**src/rtl/core/tmon_pkg.sv**
```systemverilog
// shared types and constants for the thermistor temperature monitor
// no dependencies; every other file in rtl/core refers to this package
`default_nettype none
package tmon_pkg;

	// grouping of samples
	localparam int SAMPLES_PER_READING = 5;
	localparam int CNT_W = $clog2(SAMPLES_PER_READING + 1);
	localparam int SUM_W = $clog2(1023 * SAMPLES_PER_READING + 1);
	localparam int ADC_FULL_SUM = 1023 * SAMPLES_PER_READING;

	// operand widths
	localparam int RES_W = 20;
	localparam int BETA_W = 14;
	localparam int TEMP_W = 13;
	localparam int STATUS_W = 3;
	localparam int LV_W = RES_W + SUM_W;
	localparam int LOG_W = 30;
	localparam int DIVD_W = 60;
	localparam int DIVS_W = 47;
	localparam int DCNT_W = 6;

	// fixed-point constants
	localparam logic [LOG_W-1:0] LN2_Q30 = 30'd744261118;
	localparam logic [DIVS_W-1:0] INV_T0_Q40 =
		47'(((64'd20 << 40) + 64'd2981) / 64'd5963);
	localparam logic [57:0] W_OFFSET =
		58'(64'd5120 * 64'd8192 + 64'd2560 - 64'd87408 * 64'd256);
	localparam logic [57:0] W_SAT = 58'(64'd12288 * 64'd5120);
	localparam logic [TEMP_W-1:0] TEMP_MIN = 13'h1000;
	localparam logic [TEMP_W-1:0] TEMP_MAX = 13'h0FFF;

	// status codes
	localparam logic [STATUS_W-1:0] ST_OK = 3'd0;
	localparam logic [STATUS_W-1:0] ST_UNDER_WARN = 3'd1;
	localparam logic [STATUS_W-1:0] ST_OVER_WARN = 3'd2;
	localparam logic [STATUS_W-1:0] ST_UNDER_EMERG = 3'd3;
	localparam logic [STATUS_W-1:0] ST_OVER_EMERG = 3'd4;

	// register indexes
	localparam logic [2:0] REG_SERIES = 3'd0;
	localparam logic [2:0] REG_NOMINAL = 3'd1;
	localparam logic [2:0] REG_BETA = 3'd2;
	localparam logic [2:0] REG_OVER_EMERG = 3'd3;
	localparam logic [2:0] REG_OVER_WARN = 3'd4;
	localparam logic [2:0] REG_UNDER_EMERG = 3'd5;
	localparam logic [2:0] REG_UNDER_WARN = 3'd6;

	typedef struct packed {
		logic [RES_W-1:0] series;
		logic [RES_W-1:0] nominal;
		logic [BETA_W-1:0] beta;
		logic signed [TEMP_W-1:0] over_emerg;
		logic signed [TEMP_W-1:0] over_warn;
		logic signed [TEMP_W-1:0] under_emerg;
		logic signed [TEMP_W-1:0] under_warn;
	} cfg_t;

	typedef struct packed {
		logic start;
		logic [DCNT_W-1:0] n;
		logic [DIVD_W-1:0] dividend;
		logic [DIVS_W-1:0] divisor;
	} div_req_t;

	typedef struct packed {
		logic done;
		logic [DIVD_W-1:0] quotient;
	} div_rsp_t;

endpackage
`default_nettype wire

```
**src/rtl/core/tmon_front.sv**
```systemverilog
// front end: takes sample beats and sums each group of samples
// depends on tmon_pkg
`default_nettype none
module tmon_front (
	input wire logic clk,
	input wire logic arst_n,
	input wire logic sample_valid,
	output logic sample_stall,
	input wire logic [9:0] sample,
	input wire logic full,
	output logic push,
	output logic [tmon_pkg::SUM_W-1:0] push_data
);
	logic [tmon_pkg::SUM_W-1:0] sum_q;
	logic [tmon_pkg::CNT_W-1:0] count_q;
	logic accept;
	logic last;
	logic [tmon_pkg::SUM_W-1:0] sum_nx;

	// hold off while the queue has no room
	assign sample_stall = full;
	assign accept = sample_valid && !full;
	assign last = (count_q == tmon_pkg::CNT_W'(tmon_pkg::SAMPLES_PER_READING - 1));
	assign sum_nx = sum_q + tmon_pkg::SUM_W'(sample);
	assign push = accept && last;
	assign push_data = sum_nx;

	// group accumulator
	always_ff @(posedge clk or negedge arst_n) begin
		if (!arst_n) begin
			sum_q <= '0;
			count_q <= '0;
		end else if (accept) begin
			if (last) begin
				sum_q <= '0;
				count_q <= '0;
			end else begin
				sum_q <= sum_nx;
				count_q <= count_q + tmon_pkg::CNT_W'(1);
			end
		end
	end
endmodule
`default_nettype wire

```
**config.mk**
```make
export PLATFORM = sky130hd
export DESIGN_NAME = tmon_front
export DESIGN_NICKNAME = d
export VERILOG_FILES = /design/src/rtl/core/tmon_pkg.sv /design/src/rtl/core/tmon_front.sv
export SDC_FILE = /design/constraint.sdc
export NUM_CORES = 1
export LEC_CHECK = 0
export BUFFER_PORTS_ARGS = -buffer_cell sky130_fd_sc_hd__buf_4
export CAP_MARGIN = 20
export CELL_PAD_IN_SITES_DETAIL_PLACEMENT = 1
export CELL_PAD_IN_SITES_GLOBAL_PLACEMENT = 2
export CORE_MARGIN = 10
export CORE_UTILIZATION = 29
export DETAILED_ROUTE_END_ITERATION = 16
export GPL_ROUTABILITY_DRIVEN = 0
export PLACE_DENSITY_LB_ADDON = 0.1
export SYNTH_ARGS = -nofsm -noshare
export SYNTH_HDL_FRONTEND = slang
export SYNTH_SLANG_ARGS = --single-unit
```
**constraint.sdc**
```tcl
create_clock -name clk -period 2.2 [get_ports clk]
set_input_delay 0.22 -clock clk [delete_from_list [all_inputs] [get_ports clk]]
set_output_delay 0.22 -clock clk [all_outputs]
set_load 0.01 [all_outputs]
```
==> results.json <==
{
  "setup_viol": 9,
  "power_density_mw_per_mm2": 1570,
  "syn_nets": 136,
  "start_util_pct": 30.4,
  "min_period_over_period_pct": 119,
  "nNetsFinal": 186,
  "post-route-drc-count": 0,
  "core-area_mm2": 0.00369,
  "cts.path.max_buffers": 2,
  "vias": 1040,
  "post_drt_wl_per_cell_um": 17.0,
  "synth_cell_type_count": 31,
  "synthTopCellsByArea": "dfrtp_1, ha_1, a22o_1",
  "firstDrtPassIters": 4,
  "start_kind": "flip-flop",
  "worstPathMaxFanout": 3,
  "hold_path_class": "input pin to flip-flop",
  "clock_skew_ns": 0.00535,
  "power.leakage_nw": 0.822,
  "cts-root-buf": "clkbuf_8",
  "drive_above_1_share_pct": 45.9,
  "fillers": 423,
  "ios": 29,
  "whs_ns": 0.322,
  "grt_pass1_wl_um": 5930,
  "track_usage_pct": 11.1,
  "antenna_found_initial": 0,
  "cts_sinks": 16,
  "die_area_mm2": 0.00675,
  "cts_made_buffers": 3,
  "endpoint_kind": "output port",
  "drtIter0Drc": 34,
  "grt_pass1_vias": 1215,
  "fp.dieH_um": 82.1,
  "grt_max_degree": 17,
  "synth.most_common_cell": "dfrtp_1",
  "tightest_slew_ns": 0.333,
  "ys_seq_area_share_pct": 35.8,
  "rows": 22,
  "synthFlopType": "dfrtp_1",
  "irDropWorstVdd_mv": 0.614,
  "grt.overflow.total": 0,
  "cts_tree": "built",
  "synth_top_area_cell": "dfrtp_1",
  "wirelength_um": 3490,
  "synth_common_cells": "dfrtp_1, ha_1, a22o_1",
  "vias_per_cell": 5.07,
  "status": "finished, violations left",
  "clk_pin_slew_ns": 0.07,
  "die_x_um": 82.1,
  "async_reset_ff_share_pct": 100,
  "fmax_ghz": 0.383,
  "arrival_ns": 2.39,
  "finalSetupTns_ns": -1.74,
  "synth_area_per_cell_um2": 10.3,
  "period_needed_ns": 2.61,
  "port_buffers": 28,
  "clock_latency_ns": 0.25,
  "rsz0062_at_grt": "true",
  "final_antenna_net_count": 0,
  "worstSetupPathType": "flip-flop to output port",
  "syn_to_final_growth_pct": 54.5,
  "drv_slew": 0,
  "dp_hpwl_um": 2520,
  "critPathRequiredTime_ns": 1.98,
  "antenna_cells": 0,
  "violations": "negative setup slack",
  "postSynthCellCount": 109,
  "yosys_warnings": 0,
  "finalWorstSetupSlack_ns": -0.412,
  "slew_headroom_pct": 77.8,
  "synth_edf_count": 0,
  "synth_area_mm2": 0.00112,
  "hold_violations": 0,
  "synth_seq_cells": 16,
  "synth_top_area_share_pct": 35.8,
  "cap_violations": 0,
  "cts_max_level": 1
}
layer usage:
metal  up-vias  routed length, um  global-route usage, %  share of wire (%)
li1        499                  -                      -                  -
met1       509               1520                   13.3                 44
met5         -                  0                      0                  0
met4         0                 36                   3.57                1.0
met2        30               1700                   19.3                 49
met3         2                233                   2.16                6.7
where the power goes:
part / switching, mW / internal [mW]
Sequential: 0.107 / 0.424
Combinational: 0.906 / 1.05
Clock: 0.105 / 0.121
Total: 1.12 / 1.60
state kept, by name, summed over array words and instances, names as in the netlist:
signal	count
sum_q	13
count_q	3
cells by family after synthesis:
| kind of cell | count (synthesis) | share of synthesized area (%) |
|---|---|---|
| AND/OR/NAND/NOR | 22 | 10.1 |
| AO/OA/AOI/OAI | 40 | 27.2 |
| XOR/XNOR | 11 | 8.60 |
| flip-flops | 16 | 35.8 |
| buffers and inverters | 6 | 2.35 |
| adder cells (fa/ha/maj) | 13 | 15.2 |
| multiplexers | 1 | 0.894 |
what timing repair did:
| action | CTS | global route |
|---|---|---|
| gates resized for setup | 18 | 6 |
| hold buffers | 1 | 0 |
| setup buffers | 10 | 1 |
| setup endpoints to repair | 11 | 15 |
| cloned | 0 | 0 |
| endpoints found under the hold margin | 16 | 0 |
| pin swaps | 11 | 5 |
critical path, stage by stage, from the launching register on:
cell      delay [ns]
dfrtp_1         0.39
ha_2            0.19
fa_2            0.34
a21o_1          0.21
a221oi_4        0.32
a21oi_2         0.13
a31oi_4         0.19
nor2_2          0.08
xor2_1          0.16
buf_4           0.15
cell type report:
cell class	instances	area, um2	share of cell area, %
well taps	48	60.1	3.47
clock buffers	3	41.3	2.39
multi-input cells	87	840	48.5
inverters	3	11.3	0.651
flip-flops and latches	16	400	23.1
repair buffers	48	378	21.8
per-stage QoR:
step                area, um2  std cells  total power [mW]  utilization (%)  worst slack [ns]
global placement         1470        192              2.06             39.8            -0.157
finish                   1730        205              2.72             46.9            -0.412
CTS                      1700        205              2.66             46.0            -0.452
global route             1730        205              2.95             46.9            -0.518
floorplan                1140        109              1.43                -           -0.0289
detailed placement       1470        192              2.09             39.8            -0.234
worst paths after layout:
kind                                  to  cells past startpoint      from  slack (ns)
max in group asynchronous       sum_q[3]                      2    arst_n        1.63
setup reg to reg               sum_q[10]                     10  sum_q[0]       -0.06
hold reg to reg                 sum_q[5]                      1  sum_q[5]        0.52
min in group asynchronous     count_q[2]                      2    arst_n        0.37
setup / recovery           push_data[12]                      9  sum_q[0]       -0.41
hold / removal                count_q[1]                      4      full        0.32
cell usage in the layout, fill, tap and decap left out, types with 2 or more instances in the layout:
cell type  instances
o21ai_0            5
buf_6              4
clkbuf_8           3
ha_2               2
o21a_1             2
inv_1              3
a21o_1             4
a22o_1            10
nand2_1            5
nor2b_1            2
buf_4             43
ha_4               2
a21oi_1            8
ha_1               8
xor2_1             4
xnor2_1            4
a21oi_2            2
nor2_1             4
nand2b_1           3
dfrtp_1           16
No activity file was read; power rests on OpenSTA's default activity.
