`config.mk`:
```
export PLATFORM = sky130hd
export DESIGN_NAME = tmon_fifo
export DESIGN_NICKNAME = d
export VERILOG_FILES = /design/src/rtl/core/tmon_pkg.sv /design/src/rtl/core/tmon_fifo.sv
export SDC_FILE = /design/constraint.sdc
export NUM_CORES = 1
export LEC_CHECK = 0
export ABC_CLOCK_PERIOD_IN_PS = 1400
export BUFFER_PORTS_ARGS = -buffer_cell sky130_fd_sc_hd__buf_2
export CORE_UTILIZATION = 40
export DETAILED_ROUTE_END_ITERATION = 16
export PLACE_DENSITY = 0.67
export SYNTH_ARGS = -nofsm -noshare
export SYNTH_HDL_FRONTEND = slang
export SYNTH_SLANG_ARGS = --single-unit
```
`constraint.sdc`:
```
create_clock -name clk -period 1.4 [get_ports clk]
set_input_delay 0.14 -clock clk [delete_from_list [all_inputs] [get_ports clk]]
set_output_delay 0.14 -clock clk [all_outputs]
set_load 0.02 [all_outputs]
```
`src/rtl/core/tmon_pkg.sv`:
```
// shared types and constants for the thermistor temperature monitor
// no dependencies; every other file in rtl/core refers to this package
`default_nettype none
package tmon_pkg;

	// grouping of samples
	localparam int SAMPLES_PER_READING = 5;
	localparam int CNT_W = $clog2(SAMPLES_PER_READING + 1);
	localparam int SUM_W = $clog2(1023 * SAMPLES_PER_READING + 1);
	localparam int ADC_FULL_SUM = 1023 * SAMPLES_PER_READING;

	// operand widths
	localparam int RES_W = 20;
	localparam int BETA_W = 14;
	localparam int TEMP_W = 13;
	localparam int STATUS_W = 3;
	localparam int LV_W = RES_W + SUM_W;
	localparam int LOG_W = 30;
	localparam int DIVD_W = 60;
	localparam int DIVS_W = 47;
	localparam int DCNT_W = 6;

	// fixed-point constants
	localparam logic [LOG_W-1:0] LN2_Q30 = 30'd744261118;
	localparam logic [DIVS_W-1:0] INV_T0_Q40 =
		47'(((64'd20 << 40) + 64'd2981) / 64'd5963);
	localparam logic [57:0] W_OFFSET =
		58'(64'd5120 * 64'd8192 + 64'd2560 - 64'd87408 * 64'd256);
	localparam logic [57:0] W_SAT = 58'(64'd12288 * 64'd5120);
	localparam logic [TEMP_W-1:0] TEMP_MIN = 13'h1000;
	localparam logic [TEMP_W-1:0] TEMP_MAX = 13'h0FFF;

	// status codes
	localparam logic [STATUS_W-1:0] ST_OK = 3'd0;
	localparam logic [STATUS_W-1:0] ST_UNDER_WARN = 3'd1;
	localparam logic [STATUS_W-1:0] ST_OVER_WARN = 3'd2;
	localparam logic [STATUS_W-1:0] ST_UNDER_EMERG = 3'd3;
	localparam logic [STATUS_W-1:0] ST_OVER_EMERG = 3'd4;

	// register indexes
	localparam logic [2:0] REG_SERIES = 3'd0;
	localparam logic [2:0] REG_NOMINAL = 3'd1;
	localparam logic [2:0] REG_BETA = 3'd2;
	localparam logic [2:0] REG_OVER_EMERG = 3'd3;
	localparam logic [2:0] REG_OVER_WARN = 3'd4;
	localparam logic [2:0] REG_UNDER_EMERG = 3'd5;
	localparam logic [2:0] REG_UNDER_WARN = 3'd6;

	typedef struct packed {
		logic [RES_W-1:0] series;
		logic [RES_W-1:0] nominal;
		logic [BETA_W-1:0] beta;
		logic signed [TEMP_W-1:0] over_emerg;
		logic signed [TEMP_W-1:0] over_warn;
		logic signed [TEMP_W-1:0] under_emerg;
		logic signed [TEMP_W-1:0] under_warn;
	} cfg_t;

	typedef struct packed {
		logic start;
		logic [DCNT_W-1:0] n;
		logic [DIVD_W-1:0] dividend;
		logic [DIVS_W-1:0] divisor;
	} div_req_t;

	typedef struct packed {
		logic done;
		logic [DIVD_W-1:0] quotient;
	} div_rsp_t;

endpackage
`default_nettype wire

```
`src/rtl/core/tmon_fifo.sv`:
```
// two-entry queue of group sums between front and back
// depends on tmon_pkg
`default_nettype none
module tmon_fifo (
	input wire logic clk,
	input wire logic arst_n,
	input wire logic push,
	input wire logic [tmon_pkg::SUM_W-1:0] push_data,
	input wire logic pop,
	output logic full,
	output logic empty,
	output logic [tmon_pkg::SUM_W-1:0] pop_data
);
	logic [tmon_pkg::SUM_W-1:0] mem_q [2];
	logic wr_ptr_q;
	logic rd_ptr_q;
	logic [1:0] cnt_q;

	assign full = (cnt_q == 2'd2);
	assign empty = (cnt_q == 2'd0);
	assign pop_data = mem_q[rd_ptr_q];

	// storage
	always_ff @(posedge clk) begin
		if (push) begin
			mem_q[wr_ptr_q] <= push_data;
		end
	end

	// pointers and fill count
	always_ff @(posedge clk or negedge arst_n) begin
		if (!arst_n) begin
			wr_ptr_q <= 1'b0;
			rd_ptr_q <= 1'b0;
			cnt_q <= 2'd0;
		end else begin
			if (push) begin
				wr_ptr_q <= !wr_ptr_q;
			end
			if (pop) begin
				rd_ptr_q <= !rd_ptr_q;
			end
			if (push && !pop) begin
				cnt_q <= cnt_q + 2'd1;
			end else if (pop && !push) begin
				cnt_q <= cnt_q - 2'd1;
			end
		end
	end
endmodule
`default_nettype wire

```
==> metrics.log <==
[metrics] critical path's largest stage delay: 400 ps
[metrics] mapped cell area: 1125 sq um
[metrics] total power density per cell area: 1911 nW/um^2
[metrics] global-route wire length before repair: 2.842 mm
[metrics] Yosys warning total: 0
[metrics] IR drop worst, VDD: 1343 uV
[metrics] most numerous cell on the critical path: buf_6
[metrics] area of the core: 2567 sq um
[metrics] Detailed Place HPWL: 1.260 mm
[metrics] vias per inst: 4.681
[metrics] Clk pin slew, worst setup/hold paths: 80 ps
[metrics] sum of negative setup slack: -856.7 ps
[metrics] Chip Width: 55.03 um
[metrics] clock tree from TritonCTS: yes
[metrics] worst-skew pair later-pin latency: 320 ps
[metrics] Worst Skew: 6.060 ps
[metrics] Slew Viols, Final: 0
[metrics] register bit total from synthesis: 30
[metrics] type of the most critical hold path: in -> reg
[metrics] cell type with the highest aggregate area in the netlist: edfxtp_1
[metrics] GPL Wtd Cong: 0.5804
[metrics] commonest cells after routing, fill and taps aside: 26 x edfxtp_1, 18 x buf_2, 15 x buf_6, 13 x mux2_4, 13 x dlygate4sd3_1
[metrics] distinct cell type count after synthesis: 11
[metrics] crit path cell chain: buf_6 -> mux2_4 -> buf_6
[metrics] instance count of the mapped netlist: 56
[metrics] critical path launch point type: flop
[metrics] final period utilization: 105.3%
[metrics] layout-stage area growth over the synthesis result: 49.94%
[metrics] count of routing violations after the opening detailed-route iteration: 5
[metrics] overall die height: 55.03 um
[metrics] final core occ: 65.69%
[metrics] worst slew pin tran: 171.9 ps
[metrics] fraction of final layout cells with drive strength greater than 1: 50.88%
[metrics] First-pass DRT Iterations: 2
[metrics] Port-buffer cells: 31
[metrics] fin worst setup slack: -74.47 ps
[metrics] total of fill cells in the finished design: 203
[metrics] fraction of synthesized cell area taken by the top area cell type: 69.41%
[metrics] initial antenna violation count: 0
[metrics] clock buffer depth: 2
[metrics] Reg area: 880.8 sq um
[metrics] pin count of the biggest net entering global routing: 10
[metrics] cell row count: 18
[metrics] residual antenna-violating net count after detailed routing: 0
[metrics] number of buffers created by CTS: 5
[metrics] most frequent standard cell in the layout excluding fill and tap cells: edfxtp_1
[metrics] total wire length after detailed routing: 1.956 mm
[metrics] number of nets in the synthesized netlist: 74
[metrics] violated checks: setup timing
[metrics] worst path required time: 1260 ps
[metrics] syn_area_per_cell: 20.09 sq um
[metrics] via count of the first global-routing pass: 668
[metrics] maximum capacitance violations: 0
[metrics] net total in the final layout: 131
[metrics] Multi-input gate area: 277.8 sq um
[metrics] final number of hold-violating endpoints: 0
[metrics] post-layout power: 3.223 mW
[metrics] total routing usage reported by global routing: 15.19%
[metrics] GRT overflow: 0
[metrics] CP max FO: 7
[metrics] achievable frequency: 678.2 MHz
[metrics] num ports: 32
[metrics] critical setup path kind: reg -> out
[metrics] Worst slew margin: 88.54%
[metrics] Critical Path Sink Type: output pin
[metrics] H-Tree Level Count: 2
[metrics] number of antenna repair diodes: 0
[metrics] Setup violations, final: 13
[metrics] min cycle time layout: 1474 ps
[metrics] slowest library cell on the worst path: dfrtp_1
[metrics] Root Driver: clkbuf_4
[metrics] fraction of the yosys area taken by sequential cells: 78.31%
[metrics] run status: finished with violations
[metrics] static leakage: 0.7202 nW
[metrics] Initial Util: 43.81%
[metrics] most area-consuming cells after synthesis: edfxtp_1 69%, mux2_2 13%, dfrtp_1 8.9%
[metrics] clk sink count: 30
[metrics] routed len/inst: 13.58 um
[metrics] unrepaired setup endpoints after global routing: yes
[metrics] full die area: 3028 sq um
[metrics] Arr. time, crit path: 1330 ps
[metrics] total vias in the final route: 674
[metrics] drt drc: 0
==> metrics by stage <==
| step | cells | cell area [sq um] | setup slack, ps | hold WS (ps) |
|---|---|---|---|---|
| final | 144 | 1687 | -74.47 | 31.13 |
| after CTS | 140 | 1647 | -84.85 | 0.2651 |
| after global routing | 144 | 1687 | -131.5 | 5.474 |
| after global placement | 122 | 1351 | 225.8 | -48.20 |
| after detailed placement | 122 | 1351 | 209.4 | -45.87 |
| after floorplan | 56 | 1125 | 8.919 | -155.6 |
==> flip-flops by register name, indices dropped and copies added (netlist names) <==
signal	cells
mem_q	26
wr_ptr_q	1
cnt_q	2
rd_ptr_q	1
==> worst max-delay path, delay by kind of cell, from the launching register on <==
| family | cells | cell delay (ps) |
|---|---|---|
| buffers and inverters | 2 | 300 |
| flip-flops | 1 | 400 |
| multiplexers | 1 | 310 |
==> kinds of logic (layout without fill, tap and decap cells) <==
| logic type | after synthesis | after routing | synth area share [%] |
|---|---|---|---|
| muxes | 13 | 13 | 13.01 |
| buffers and inverters | 2 | 60 | 1.334 |
| and+or+nand+nor | 5 | 5 | 2.336 |
| xor gates and xnor gates | 5 | 5 | 3.893 |
| DFF | 30 | 30 | 78.31 |
| adders and majority gates | 1 | 1 | 1.112 |
==> what timing repair did <==
item | in CTS | in global routing
hold buffers | 9 | 4
resized for setup | 41 | 0
setup buffers | 1 | 0
endpoints found under the hold margin | 19 | 7
endpoints found under the setup margin | 13 | 13
pin swaps | 0 | 0
==> cell type report <==
class | instances | share of cell area, %
Clock buffer | 7 | 3.264
Multi-Input combinational cell | 24 | 16.47
Tap cell | 30 | 2.226
Sequential cell | 30 | 52.23
Inverter | 1 | 0.2226
Clock inverter | 1 | 0.2967
Timing Repair Buffer | 51 | 25.30
==> worst paths after layout <==
check                             start     endpoint  slack [ps]  cells past startpoint
max                            rd_ptr_q  pop_data[4]         -70                      3
min                        push_data[6]  mem_q[0][6]          30                      1
max reg2reg                    wr_ptr_q  mem_q[0][5]         360                      2
min reg2reg                    cnt_q[1]     cnt_q[1]         490                      1
max in group asynchronous        arst_n     wr_ptr_q        1120                      2
min in group asynchronous        arst_n     cnt_q[0]         160                      2
==> cell usage after synthesis, drive strengths merged <==
cell	instances
dfrtp	4
buf	1
nor2b	2
inv	1
ha	1
mux2	13
xor2	4
and2	1
xnor2	1
nor2	2
edfxtp	26
==> layer usage <==
metal	share of wire (%)	up-vias	track usage, %
li1	-	322	-
met5	0	-	0
met3	6.6	6	8.197
met4	1.9	0	8.333
met2	51	25	23.90
met1	41	321	16.25
==> report_power, final <==
| group | switching (mW) | leakage, nW | internal (mW) |
|---|---|---|---|
| registers | 0.0980 | 0.291 | 1.20 |
| clock network | 0.267 | 0.0353 | 0.243 |
| logic | 0.629 | 0.394 | 0.782 |
| total | 0.995 | 0.720 | 2.23 |
Power figures use the tool's default switching activity.
