[src/rtl/core/tmon_pkg.sv]
// shared types and constants for the thermistor temperature monitor
// no dependencies; every other file in rtl/core refers to this package
`default_nettype none
package tmon_pkg;

	// grouping of samples
	localparam int SAMPLES_PER_READING = 5;
	localparam int CNT_W = $clog2(SAMPLES_PER_READING + 1);
	localparam int SUM_W = $clog2(1023 * SAMPLES_PER_READING + 1);
	localparam int ADC_FULL_SUM = 1023 * SAMPLES_PER_READING;

	// operand widths
	localparam int RES_W = 20;
	localparam int BETA_W = 14;
	localparam int TEMP_W = 13;
	localparam int STATUS_W = 3;
	localparam int LV_W = RES_W + SUM_W;
	localparam int LOG_W = 30;
	localparam int DIVD_W = 60;
	localparam int DIVS_W = 47;
	localparam int DCNT_W = 6;

	// fixed-point constants
	localparam logic [LOG_W-1:0] LN2_Q30 = 30'd744261118;
	localparam logic [DIVS_W-1:0] INV_T0_Q40 =
		47'(((64'd20 << 40) + 64'd2981) / 64'd5963);
	localparam logic [57:0] W_OFFSET =
		58'(64'd5120 * 64'd8192 + 64'd2560 - 64'd87408 * 64'd256);
	localparam logic [57:0] W_SAT = 58'(64'd12288 * 64'd5120);
	localparam logic [TEMP_W-1:0] TEMP_MIN = 13'h1000;
	localparam logic [TEMP_W-1:0] TEMP_MAX = 13'h0FFF;

	// status codes
	localparam logic [STATUS_W-1:0] ST_OK = 3'd0;
	localparam logic [STATUS_W-1:0] ST_UNDER_WARN = 3'd1;
	localparam logic [STATUS_W-1:0] ST_OVER_WARN = 3'd2;
	localparam logic [STATUS_W-1:0] ST_UNDER_EMERG = 3'd3;
	localparam logic [STATUS_W-1:0] ST_OVER_EMERG = 3'd4;

	// register indexes
	localparam logic [2:0] REG_SERIES = 3'd0;
	localparam logic [2:0] REG_NOMINAL = 3'd1;
	localparam logic [2:0] REG_BETA = 3'd2;
	localparam logic [2:0] REG_OVER_EMERG = 3'd3;
	localparam logic [2:0] REG_OVER_WARN = 3'd4;
	localparam logic [2:0] REG_UNDER_EMERG = 3'd5;
	localparam logic [2:0] REG_UNDER_WARN = 3'd6;

	typedef struct packed {
		logic [RES_W-1:0] series;
		logic [RES_W-1:0] nominal;
		logic [BETA_W-1:0] beta;
		logic signed [TEMP_W-1:0] over_emerg;
		logic signed [TEMP_W-1:0] over_warn;
		logic signed [TEMP_W-1:0] under_emerg;
		logic signed [TEMP_W-1:0] under_warn;
	} cfg_t;

	typedef struct packed {
		logic start;
		logic [DCNT_W-1:0] n;
		logic [DIVD_W-1:0] dividend;
		logic [DIVS_W-1:0] divisor;
	} div_req_t;

	typedef struct packed {
		logic done;
		logic [DIVD_W-1:0] quotient;
	} div_rsp_t;

endpackage
`default_nettype wire

[src/rtl/core/tmon_div.sv]
// shared restoring divider, one quotient bit per cycle
// depends on tmon_pkg
`default_nettype none
module tmon_div (
	input wire logic clk,
	input wire logic arst_n,
	input wire tmon_pkg::div_req_t req,
	output tmon_pkg::div_rsp_t rsp
);
	logic [tmon_pkg::DIVS_W-1:0] rem_q;
	logic [tmon_pkg::DIVD_W-1:0] quo_q;
	logic [tmon_pkg::DIVS_W-1:0] divisor_q;
	logic [tmon_pkg::DCNT_W-1:0] cnt_q;
	logic busy_q;
	logic done_q;
	logic [tmon_pkg::DIVS_W:0] rem_ext;
	logic [tmon_pkg::DIVS_W:0] diff;
	logic ge;
	logic [6:0] pre_shift;

	assign rem_ext = {rem_q, quo_q[tmon_pkg::DIVD_W-1]};
	assign diff = rem_ext - {1'b0, divisor_q};
	assign ge = (rem_ext >= {1'b0, divisor_q});
	assign pre_shift = 7'(tmon_pkg::DIVD_W) - {1'b0, req.n};

	assign rsp.done = done_q;
	assign rsp.quotient = quo_q;

	// payload registers
	always_ff @(posedge clk) begin
		if (req.start) begin
			rem_q <= '0;
			quo_q <= req.dividend << pre_shift;
			divisor_q <= req.divisor;
		end else if (busy_q) begin
			rem_q <= ge ? diff[tmon_pkg::DIVS_W-1:0] : rem_ext[tmon_pkg::DIVS_W-1:0];
			quo_q <= {quo_q[tmon_pkg::DIVD_W-2:0], ge};
		end
	end

	// iteration control
	always_ff @(posedge clk or negedge arst_n) begin
		if (!arst_n) begin
			busy_q <= 1'b0;
			done_q <= 1'b0;
			cnt_q <= '0;
		end else begin
			done_q <= 1'b0;
			if (req.start) begin
				busy_q <= 1'b1;
				cnt_q <= req.n;
			end else if (busy_q) begin
				cnt_q <= cnt_q - tmon_pkg::DCNT_W'(1);
				if (cnt_q == tmon_pkg::DCNT_W'(1)) begin
					busy_q <= 1'b0;
					done_q <= 1'b1;
				end
			end
		end
	end
endmodule
`default_nettype wire

[src/rtl/core/tmon_back.sv]
// back end: resistance ratio, log2 by squaring, beta equation and status
// depends on tmon_pkg and tmon_div
`default_nettype none
module tmon_back (
	input wire logic clk,
	input wire logic arst_n,
	input wire tmon_pkg::cfg_t cfg,
	input wire logic empty,
	input wire logic [tmon_pkg::SUM_W-1:0] pop_data,
	output logic pop,
	output logic result_valid,
	input wire logic result_stall,
	output logic signed [tmon_pkg::TEMP_W-1:0] temperature,
	output logic [tmon_pkg::STATUS_W-1:0] status
);
	localparam logic [3:0] S_IDLE = 4'd0;
	localparam logic [3:0] S_NUM = 4'd1;
	localparam logic [3:0] S_DEN = 4'd2;
	localparam logic [3:0] S_NORM = 4'd3;
	localparam logic [3:0] S_SQ = 4'd4;
	localparam logic [3:0] S_LN = 4'd5;
	localparam logic [3:0] S_DIVGO = 4'd6;
	localparam logic [3:0] S_DIVWAIT = 4'd7;
	localparam logic [3:0] S_X = 4'd8;
	localparam logic [3:0] S_W = 4'd9;
	localparam logic [3:0] S_T = 4'd10;
	localparam logic [3:0] S_DONE = 4'd11;

	localparam logic [1:0] OP_Q = 2'd0;
	localparam logic [1:0] OP_RECIP = 2'd1;

	logic [3:0] state_q;
	logic [1:0] op_q;
	logic [tmon_pkg::SUM_W-1:0] sum_q;
	logic [tmon_pkg::LV_W-1:0] lv_q;
	logic [5:0] p_q;
	logic second_q;
	logic [30:0] m_q;
	logic [23:0] frac_q;
	logic [4:0] it_q;
	logic [tmon_pkg::LOG_W-1:0] lnum_q;
	logic [tmon_pkg::LOG_W-1:0] lden_q;
	logic neg_q;
	logic [tmon_pkg::DIVD_W-1:0] mag_q;
	logic [tmon_pkg::DIVS_W-1:0] x_q;
	logic [25:0] w_q;
	logic [tmon_pkg::DIVD_W-1:0] quot_q;
	logic signed [tmon_pkg::TEMP_W-1:0] t_q;
	logic result_valid_q;
	logic signed [tmon_pkg::TEMP_W-1:0] temperature_q;
	logic [tmon_pkg::STATUS_W-1:0] status_q;

	logic [tmon_pkg::RES_W-1:0] mul_a;
	logic [tmon_pkg::SUM_W-1:0] mul_b;
	logic [tmon_pkg::LV_W-1:0] mul_p;
	logic [61:0] sq;
	logic [31:0] m_nx;
	logic [23:0] frac_nx;
	logic [30:0] m_upd;
	logic [tmon_pkg::LOG_W-1:0] log_nx;
	logic [tmon_pkg::LOG_W-1:0] diff;
	logic [tmon_pkg::DIVD_W-1:0] ln_p;
	logic [tmon_pkg::DIVS_W-1:0] q1;
	logic [57:0] w_nx;
	logic [32:0] q3_p;
	logic [13:0] q3;
	logic [tmon_pkg::STATUS_W-1:0] status_nx;
	tmon_pkg::div_req_t div_req;
	tmon_pkg::div_rsp_t div_rsp;

	tmon_div u_div (
		.clk(clk),
		.arst_n(arst_n),
		.req(div_req),
		.rsp(div_rsp)
	);

	assign pop = (state_q == S_IDLE) && !empty;
	assign result_valid = result_valid_q;
	assign temperature = temperature_q;
	assign status = status_q;

	// shared multiplier for the two resistance products
	assign mul_a = (state_q == S_NUM) ? cfg.series : cfg.nominal;
	assign mul_b = (state_q == S_NUM) ? tmon_pkg::SUM_W'(tmon_pkg::ADC_FULL_SUM) - sum_q : sum_q;
	assign mul_p = {{tmon_pkg::SUM_W{1'b0}}, mul_a} * {{tmon_pkg::RES_W{1'b0}}, mul_b};

	// one squaring step of the log2 fraction
	assign sq = {31'd0, m_q} * {31'd0, m_q};
	assign m_nx = sq[61:30];
	assign m_upd = m_nx[31] ? m_nx[31:1] : m_nx[30:0];
	assign frac_nx = {frac_q[22:0], m_nx[31]};
	assign log_nx = {p_q, frac_nx};

	// ln magnitude in q54
	assign diff = neg_q ? (lden_q - lnum_q) : (lnum_q - lden_q);
	assign ln_p = {30'd0, diff} * {30'd0, tmon_pkg::LN2_Q30};

	assign q1 = quot_q[tmon_pkg::DIVS_W-1:0];
	assign w_nx = {1'b0, quot_q[56:0]} + tmon_pkg::W_OFFSET;

	// w / 5120: drop ten bits, then divide by five through the reciprocal 52429 / 2^18
	assign q3_p = {17'd0, w_q[25:10]} * 33'd52429;
	assign q3 = q3_p[31:18];

	// divider operands by operation
	always_comb begin
		div_req.start = (state_q == S_DIVGO);
		case (op_q)
			OP_Q: begin
				div_req.n = tmon_pkg::DCNT_W'(60);
				div_req.dividend = mag_q;
				div_req.divisor = {19'd0, cfg.beta, 14'd0};
			end
			default: begin
				div_req.n = tmon_pkg::DCNT_W'(57);
				div_req.dividend = 60'd320 << 48;
				div_req.divisor = x_q;
			end
		endcase
	end

	// status ladder
	always_comb begin
		if (t_q >= cfg.over_emerg) begin
			status_nx = tmon_pkg::ST_OVER_EMERG;
		end else if (t_q >= cfg.over_warn) begin
			status_nx = tmon_pkg::ST_OVER_WARN;
		end else if (t_q <= cfg.under_emerg) begin
			status_nx = tmon_pkg::ST_UNDER_EMERG;
		end else if (t_q <= cfg.under_warn) begin
			status_nx = tmon_pkg::ST_UNDER_WARN;
		end else begin
			status_nx = tmon_pkg::ST_OK;
		end
	end

	// datapath registers
	always_ff @(posedge clk) begin
		unique case (state_q)
			S_IDLE: begin
				sum_q <= pop_data;
			end
			S_NUM: begin
				lv_q <= mul_p;
				p_q <= 6'(tmon_pkg::LV_W - 1);
				second_q <= 1'b0;
				t_q <= tmon_pkg::TEMP_MIN;
			end
			S_DEN: begin
				lv_q <= mul_p;
				p_q <= 6'(tmon_pkg::LV_W - 1);
				second_q <= 1'b1;
			end
			S_NORM: begin
				if (lv_q[tmon_pkg::LV_W-1]) begin
					m_q <= lv_q[tmon_pkg::LV_W-1 -: 31];
					frac_q <= '0;
					it_q <= '0;
				end else if (lv_q[tmon_pkg::LV_W-1 -: 4] == 4'd0) begin
					lv_q <= lv_q << 4;
					p_q <= p_q - 6'd4;
				end else begin
					lv_q <= lv_q << 1;
					p_q <= p_q - 6'd1;
				end
			end
			S_SQ: begin
				m_q <= m_upd;
				frac_q <= frac_nx;
				it_q <= it_q + 5'd1;
				if (it_q == 5'd23) begin
					if (second_q) begin
						lden_q <= log_nx;
						neg_q <= lnum_q < log_nx;
					end else begin
						lnum_q <= log_nx;
					end
				end
			end
			S_LN: begin
				mag_q <= ln_p;
				op_q <= OP_Q;
			end
			S_DIVGO: begin
			end
			S_DIVWAIT: begin
				if (div_rsp.done) begin
					quot_q <= div_rsp.quotient;
				end
			end
			S_X: begin
				if (neg_q) begin
					if (q1 >= tmon_pkg::INV_T0_Q40) begin
						t_q <= tmon_pkg::TEMP_MIN;
					end
					x_q <= tmon_pkg::INV_T0_Q40 - q1;
				end else begin
					x_q <= tmon_pkg::INV_T0_Q40 + q1;
				end
				op_q <= OP_RECIP;
			end
			S_W: begin
				if (w_nx >= tmon_pkg::W_SAT) begin
					t_q <= tmon_pkg::TEMP_MAX;
				end
				w_q <= w_nx[25:0];
			end
			S_T: begin
				if (q3 < 14'd4096) begin
					t_q <= tmon_pkg::TEMP_MIN;
				end else begin
					t_q <= tmon_pkg::TEMP_W'(q3 - 14'd8192);
				end
			end
			S_DONE: begin
				if (!result_valid_q) begin
					temperature_q <= t_q;
					status_q <= status_nx;
				end
			end
			default: begin
			end
		endcase
	end

	// sequencer
	always_ff @(posedge clk or negedge arst_n) begin
		if (!arst_n) begin
			state_q <= S_IDLE;
			result_valid_q <= 1'b0;
		end else begin
			if (result_valid_q && !result_stall) begin
				result_valid_q <= 1'b0;
			end
			unique case (state_q)
				S_IDLE: begin
					if (!empty) begin
						state_q <= S_NUM;
					end
				end
				S_NUM: begin
					if (sum_q == '0 || cfg.nominal == '0 || cfg.beta == '0 || mul_p == '0) begin
						state_q <= S_DONE;
					end else begin
						state_q <= S_NORM;
					end
				end
				S_DEN: begin
					state_q <= S_NORM;
				end
				S_NORM: begin
					if (lv_q[tmon_pkg::LV_W-1]) begin
						state_q <= S_SQ;
					end
				end
				S_SQ: begin
					if (it_q == 5'd23) begin
						state_q <= second_q ? S_LN : S_DEN;
					end
				end
				S_LN: begin
					state_q <= S_DIVGO;
				end
				S_DIVGO: begin
					state_q <= S_DIVWAIT;
				end
				S_DIVWAIT: begin
					if (div_rsp.done) begin
						case (op_q)
							OP_Q: state_q <= S_X;
							default: state_q <= S_W;
						endcase
					end
				end
				S_X: begin
					if (neg_q && q1 >= tmon_pkg::INV_T0_Q40) begin
						state_q <= S_DONE;
					end else begin
						state_q <= S_DIVGO;
					end
				end
				S_W: begin
					if (w_nx >= tmon_pkg::W_SAT) begin
						state_q <= S_DONE;
					end else begin
						state_q <= S_T;
					end
				end
				S_T: begin
					state_q <= S_DONE;
				end
				S_DONE: begin
					if (!result_valid_q) begin
						result_valid_q <= 1'b1;
						state_q <= S_IDLE;
					end
				end
				default: begin
					state_q <= S_IDLE;
				end
			endcase
		end
	end
endmodule
`default_nettype wire

[config.mk]
export PLATFORM = sky130hd
export DESIGN_NAME = tmon_back
export DESIGN_NICKNAME = d
export VERILOG_FILES = /design/src/rtl/core/tmon_pkg.sv /design/src/rtl/core/tmon_div.sv /design/src/rtl/core/tmon_back.sv
export SDC_FILE = /design/constraint.sdc
export NUM_CORES = 2
export LEC_CHECK = 0
export ABC_AREA = 1
export BUFFER_PORTS_ARGS = -buffer_cell sky130_fd_sc_hd__buf_2
export CAP_MARGIN = 20
export CORE_MARGIN = 1
export CORE_UTILIZATION = 45
export CTS_CLUSTER_DIAMETER = 150
export DETAILED_ROUTE_END_ITERATION = 6
export GPL_TIMING_DRIVEN = 0
export SYNTH_ARGS = -nofsm -noshare
export SYNTH_HDL_FRONTEND = slang
export SYNTH_SLANG_ARGS = --single-unit
[constraint.sdc]
create_clock -name clk -period 22.1 [get_ports clk]
set_clock_uncertainty 0.1 [all_clocks]
set_input_delay 4.42 -clock clk [delete_from_list [all_inputs] [get_ports clk]]
set_output_delay 4.42 -clock clk [all_outputs]
set_load 0.1 [all_outputs]
==> tab_implementation.tex <==
\begin{tabular}{lr}
\hline
Metric & Value \\
\hline
\multicolumn{2}{l}{\textbf{Run status}} \\
Run status & finished with violations \\
Violated checks & design-rule violations \\
\multicolumn{2}{l}{\textbf{Floorplanning}} \\
Die width & 453 um \\
Core box area & just over 200000 um2 \\
Die ar. & 205000 um2 \\
I/O pin total & approximately 140 \\
Cell Rows & 165 \\
Vertical extent of the die & 453 um \\
Initial standard-cell utilization of the core & 0.453 \\
\multicolumn{2}{l}{\textbf{Synth}} \\
Netlist cell types & 77 \\
Largest family of logic cells by synthesized area & adder cells \\
Number of flops mapped to enable cells by yosys & 489 \\
Syn nets & between 10000 and 15000 \\
Multiplexer fraction of the synthesized cell area & 0.000328 \\
Area of the mapped netlist & 91500 um2 \\
Average cell area after synthesis & 8.30 um2 \\
Xor and xnor fraction of the mapped netlist area & 0.0277 \\
Synth async-reset ratio & 0.0237 \\
Post-synthesis adder-cell area fraction & 0.437 \\
Primary flip-flop cell chosen by synthesis mapping & sky130\_fd\_sc\_hd\_\_edfxtp\_1 \\
Synthesized-area fraction occupied by ao, oa, aoi and oai cells & 0.0750 \\
Number of synthesis warnings & 0 \\
Flop and latch count out of synthesis & 549 \\
Post-synthesis sequential area ratio & 0.174 \\
Cells after Synth & 11000 \\
Simple-gate portion of the synthesized area & 0.156 \\
\multicolumn{2}{l}{\textbf{Worst setup path}} \\
Critical Path AT & 11.48 ns \\
Launching element type of the critical path & flip-flop \\
Required time reported for the critical path endpoint & approximately 22 ns \\
Critical Setup Path Class & reg2reg \\
Largest driver fanout on the critical path & 10 \\
CP endpoint kind & flip-flop \\
\multicolumn{2}{l}{\textbf{Timing}} \\
Final Slew Violations & 0 \\
Tightest slew margin relative to the limit & 0.186 \\
Final count of hold timing violations & 0 \\
Top achievable clock speed & 0.0894 GHz \\
Final sum of negative setup slack & 0 ns \\
Final clock period utilization by the worst path & 0.506 \\
RSZ-0062 raised after global routing & no \\
Slew at the pin with the worst max-slew slack & 1.21 ns \\
Final critical delay including setup and external delays & 11.19 ns \\
Endpoints failing setup & 0 \\
\multicolumn{2}{l}{\textbf{Placement}} \\
\# port buffers & 140 \\
Dpl hpwl & 254000 um \\
Routability Congestion & 0.991 \\
\multicolumn{2}{l}{\textbf{Global route}} \\
GRT Resource Usage Total & 0.293 \\
Gr ovfl total & 0 \\
Initial antenna violation count & 7 \\
Pin count of the biggest net entering global routing & 58 \\
First-pass GRT wire length & around 450000 um \\
Number of global-route vias before repair & 75900 \\
\multicolumn{2}{l}{\textbf{Clocking}} \\
PostCTS Resize Cnt & 0 \\
Maximum buffer depth of the clock tree & 3 \\
CTS clock-pin slew for the worst setup and hold paths & 0.06 ns \\
Root Buffer & sky130\_fd\_sc\_hd\_\_clkbuf\_16 \\
H-tree levels & 3 \\
Clock tree sinks & 549 \\
CTS tree & done \\
Count of buffers added by post-CTS timing repair for setup & 0 \\
Latest clock arrival within the worst-skew pair & 0.71 ns \\
Hold\_buf cts & 0 \\
Number of buffers inserted during clock tree synthesis & 70 \\
\multicolumn{2}{l}{\textbf{Route}} \\
Vias per cell & $\sim$5.3 \\
Post-route antenna net violation count & 0 \\
Via count & roughly 74000 \\
1st-iter DRT viols & 6185 \\
Post-route DRC violation count & 1 \\
Detailed-routing iteration count for the pre-antenna-repair pass & 7 \\
Avg WL per Cell & between 20 and 25 um \\
Final wirelength & 297000 um \\
\multicolumn{2}{l}{\textbf{Final layout}} \\
Final Net Count & roughly 14000 \\
Filler cell count in the final layout & 19800 \\
Area growth syn-to-layout & 7.94\% \\
Share of post-route cells with drive strength above 1 & 0.0422 \\
\multicolumn{2}{l}{\textbf{Min path}} \\
Hold crit path type & reg2reg \\
\multicolumn{2}{l}{\textbf{Flow run}} \\
Max-capacitance violation count & 0 \\
\hline
\end{tabular}
[through the flow]
step | area [um2] | instances | hold WS [ns] | setup WS (ns) | utilization
2_1_floorplan | 91500 | 11000 | 0.326 | 11.06 | -
3_3_place_gp | 95500 | 13800 | 0.340 | 10.21 | 0.473
3_5_place_dp | 96300 | 13900 | 0.348 | 10.42 | 0.476
4_1_cts | 98700 | 14000 | 0.363 | 11.06 | 0.488
5_1_grt | 98800 | 14000 | 0.380 | 10.64 | 0.489
6_report | 98800 | 14000 | 0.361 | 10.91 | 0.489
[metal layers]
metal	share of wire	track usage
met3	0.069	0.0383
met1	0.43	0.406
met2	0.46	0.476
met5	0.000067	0
met4	0.036	0.0931
[kinds of logic (layout without fill, tap and decap cells)]
| group | Yosys count | after routing |
|---|---|---|
| flip-flops | 549 | 549 |
| adder cells (fa/ha/maj) | 2371 | 2371 |
| buffers and inverters | 3145 | 3459 |
| AO/OA/AOI/OAI | 1169 | 1169 |
| AND/OR/NAND/NOR | 3507 | 3507 |
| multiplexers | 3 | 3 |
| other | 0 | 2 |
| XOR/XNOR | 280 | 280 |
[cell usage after synthesis, types with 79 or more instances]
master / n / share of area
sky130_fd_sc_hd__inv_1: 2890 / 0.12
sky130_fd_sc_hd__clkbuf_1: 159 / 0.0065
sky130_fd_sc_hd__ha_1: 1000 / 0.14
sky130_fd_sc_hd__xnor2_1: 86 / 0.0082
sky130_fd_sc_hd__fa_1: 1371 / 0.30
sky130_fd_sc_hd__edfxtp_1: 489 / 0.16
sky130_fd_sc_hd__nor3_1: 79 / 0.0043
sky130_fd_sc_hd__o21ai_0: 357 / 0.020
sky130_fd_sc_hd__nand3_1: 278 / 0.015
sky130_fd_sc_hd__xor2_1: 188 / 0.018
sky130_fd_sc_hd__nor2_1: 772 / 0.032
sky130_fd_sc_hd__nand4_1: 82 / 0.0056
sky130_fd_sc_hd__nand2_1: 2160 / 0.089
sky130_fd_sc_hd__a21oi_1: 441 / 0.024
[worst paths after layout]
check | from | endpoint | slack (ns) | depth (start not counted)
setup / recovery | neg_q | mag_q[44] | 10.91 | 27
max in group asynchronous | arst_n | state_q[1] | 18.05 | 1
hold reg to reg | u_div.quo_q[31] | quot_q[31] | 0.36 | 0
hold / removal | u_div.quo_q[31] | quot_q[31] | 0.36 | 0
setup reg to reg | neg_q | mag_q[44] | 10.91 | 27
min in group asynchronous | arst_n | u_div.cnt_q[0] | 3.54 | 1
[layout make-up]
| type | count | area (um2) | share of cell area |
|---|---|---|---|
| repair buffers | 186 | 1380 | 0.0139 |
| flip-flops and latches | 549 | 16000 | 0.162 |
| clock inverters | 44 | 543 | 0.00550 |
| diodes | 2 | 5.00 | 0.0000507 |
| plain buffers | 223 | 941 | 0.00953 |
| well taps | 2672 | 3340 | 0.0339 |
| clock buffers | 84 | 1870 | 0.0189 |
| multi-input cells | 7330 | 63800 | 0.646 |
| inverters | 2922 | 11000 | 0.111 |
[layout by cell type (no fill, tap or decap), drive strengths merged, types with 4 or more instances in the layout]
cell	Yosys	layout
ha	1000	1000
bufinv	0	9
edfxtp	489	489
nand2	2177	2177
or2	25	25
o2111ai	6	6
clkinv	13	39
and3	8	8
nand3	283	283
a221oi	8	8
o31ai	11	11
nor4	40	40
a211oi	4	4
a31o	4	4
a21oi	445	445
a21boi	21	21
nor2	790	790
a21o	42	42
nand4	82	82
o21bai	42	42
fa	1371	1371
o22ai	9	9
and2	5	5
a22o	58	58
o21ai	391	391
dfxtp	47	47
o211ai	48	48
clkinvlp	0	6
clkbuf	162	248
dfrtp	13	13
inv	2909	2912
xnor2	88	88
nand3b	7	7
buf	61	245
a32o	4	4
o21a	23	23
nor3	84	84
xor2	192	192
o221ai	16	16
a31oi	24	24
[flip-flops by register name, summed over array words and instances, names as in the netlist, 3 cells and up]
register	cells
frac_q	23
it_q	5
lden_q	30
lnum_q	30
lv_q	33
m_q	31
mag_q	59
p_q	6
quot_q	57
state_q	4
status	3
sum_q	13
t_q	13
temperature	13
u_div.cnt_q	6
u_div.divisor_q	47
u_div.quo_q	60
u_div.rem_q	47
w_q	16
x_q	47
[worst max-delay path: stages (launching register included)]
cell	delay, ns
sky130_fd_sc_hd__edfxtp_1	0.32
sky130_fd_sc_hd__buf_2	0.30
sky130_fd_sc_hd__clkbuf_1	0.81
sky130_fd_sc_hd__clkbuf_1	0.94
sky130_fd_sc_hd__buf_1	0.91
sky130_fd_sc_hd__nand2_1	0.11
sky130_fd_sc_hd__nand2_1	0.51
sky130_fd_sc_hd__inv_1	0.44
sky130_fd_sc_hd__fa_1	0.74
sky130_fd_sc_hd__fa_1	0.49
sky130_fd_sc_hd__fa_1	0.56
sky130_fd_sc_hd__fa_1	0.45
sky130_fd_sc_hd__fa_1	0.51
sky130_fd_sc_hd__inv_1	0.05
sky130_fd_sc_hd__fa_1	0.53
sky130_fd_sc_hd__inv_1	0.05
sky130_fd_sc_hd__fa_1	0.46
sky130_fd_sc_hd__fa_1	0.47
sky130_fd_sc_hd__ha_1	0.40
sky130_fd_sc_hd__nand2_1	0.15
sky130_fd_sc_hd__nor2_1	0.22
sky130_fd_sc_hd__inv_1	0.11
sky130_fd_sc_hd__nor2_1	0.16
sky130_fd_sc_hd__inv_1	0.10
sky130_fd_sc_hd__nor4_1	0.33
sky130_fd_sc_hd__nand2_1	0.09
sky130_fd_sc_hd__o211ai_1	0.38
sky130_fd_sc_hd__xor2_1	0.14
Power is not shown: default switching activity piles up to over one toggle a cycle in this logic, so the estimate is an artifact.
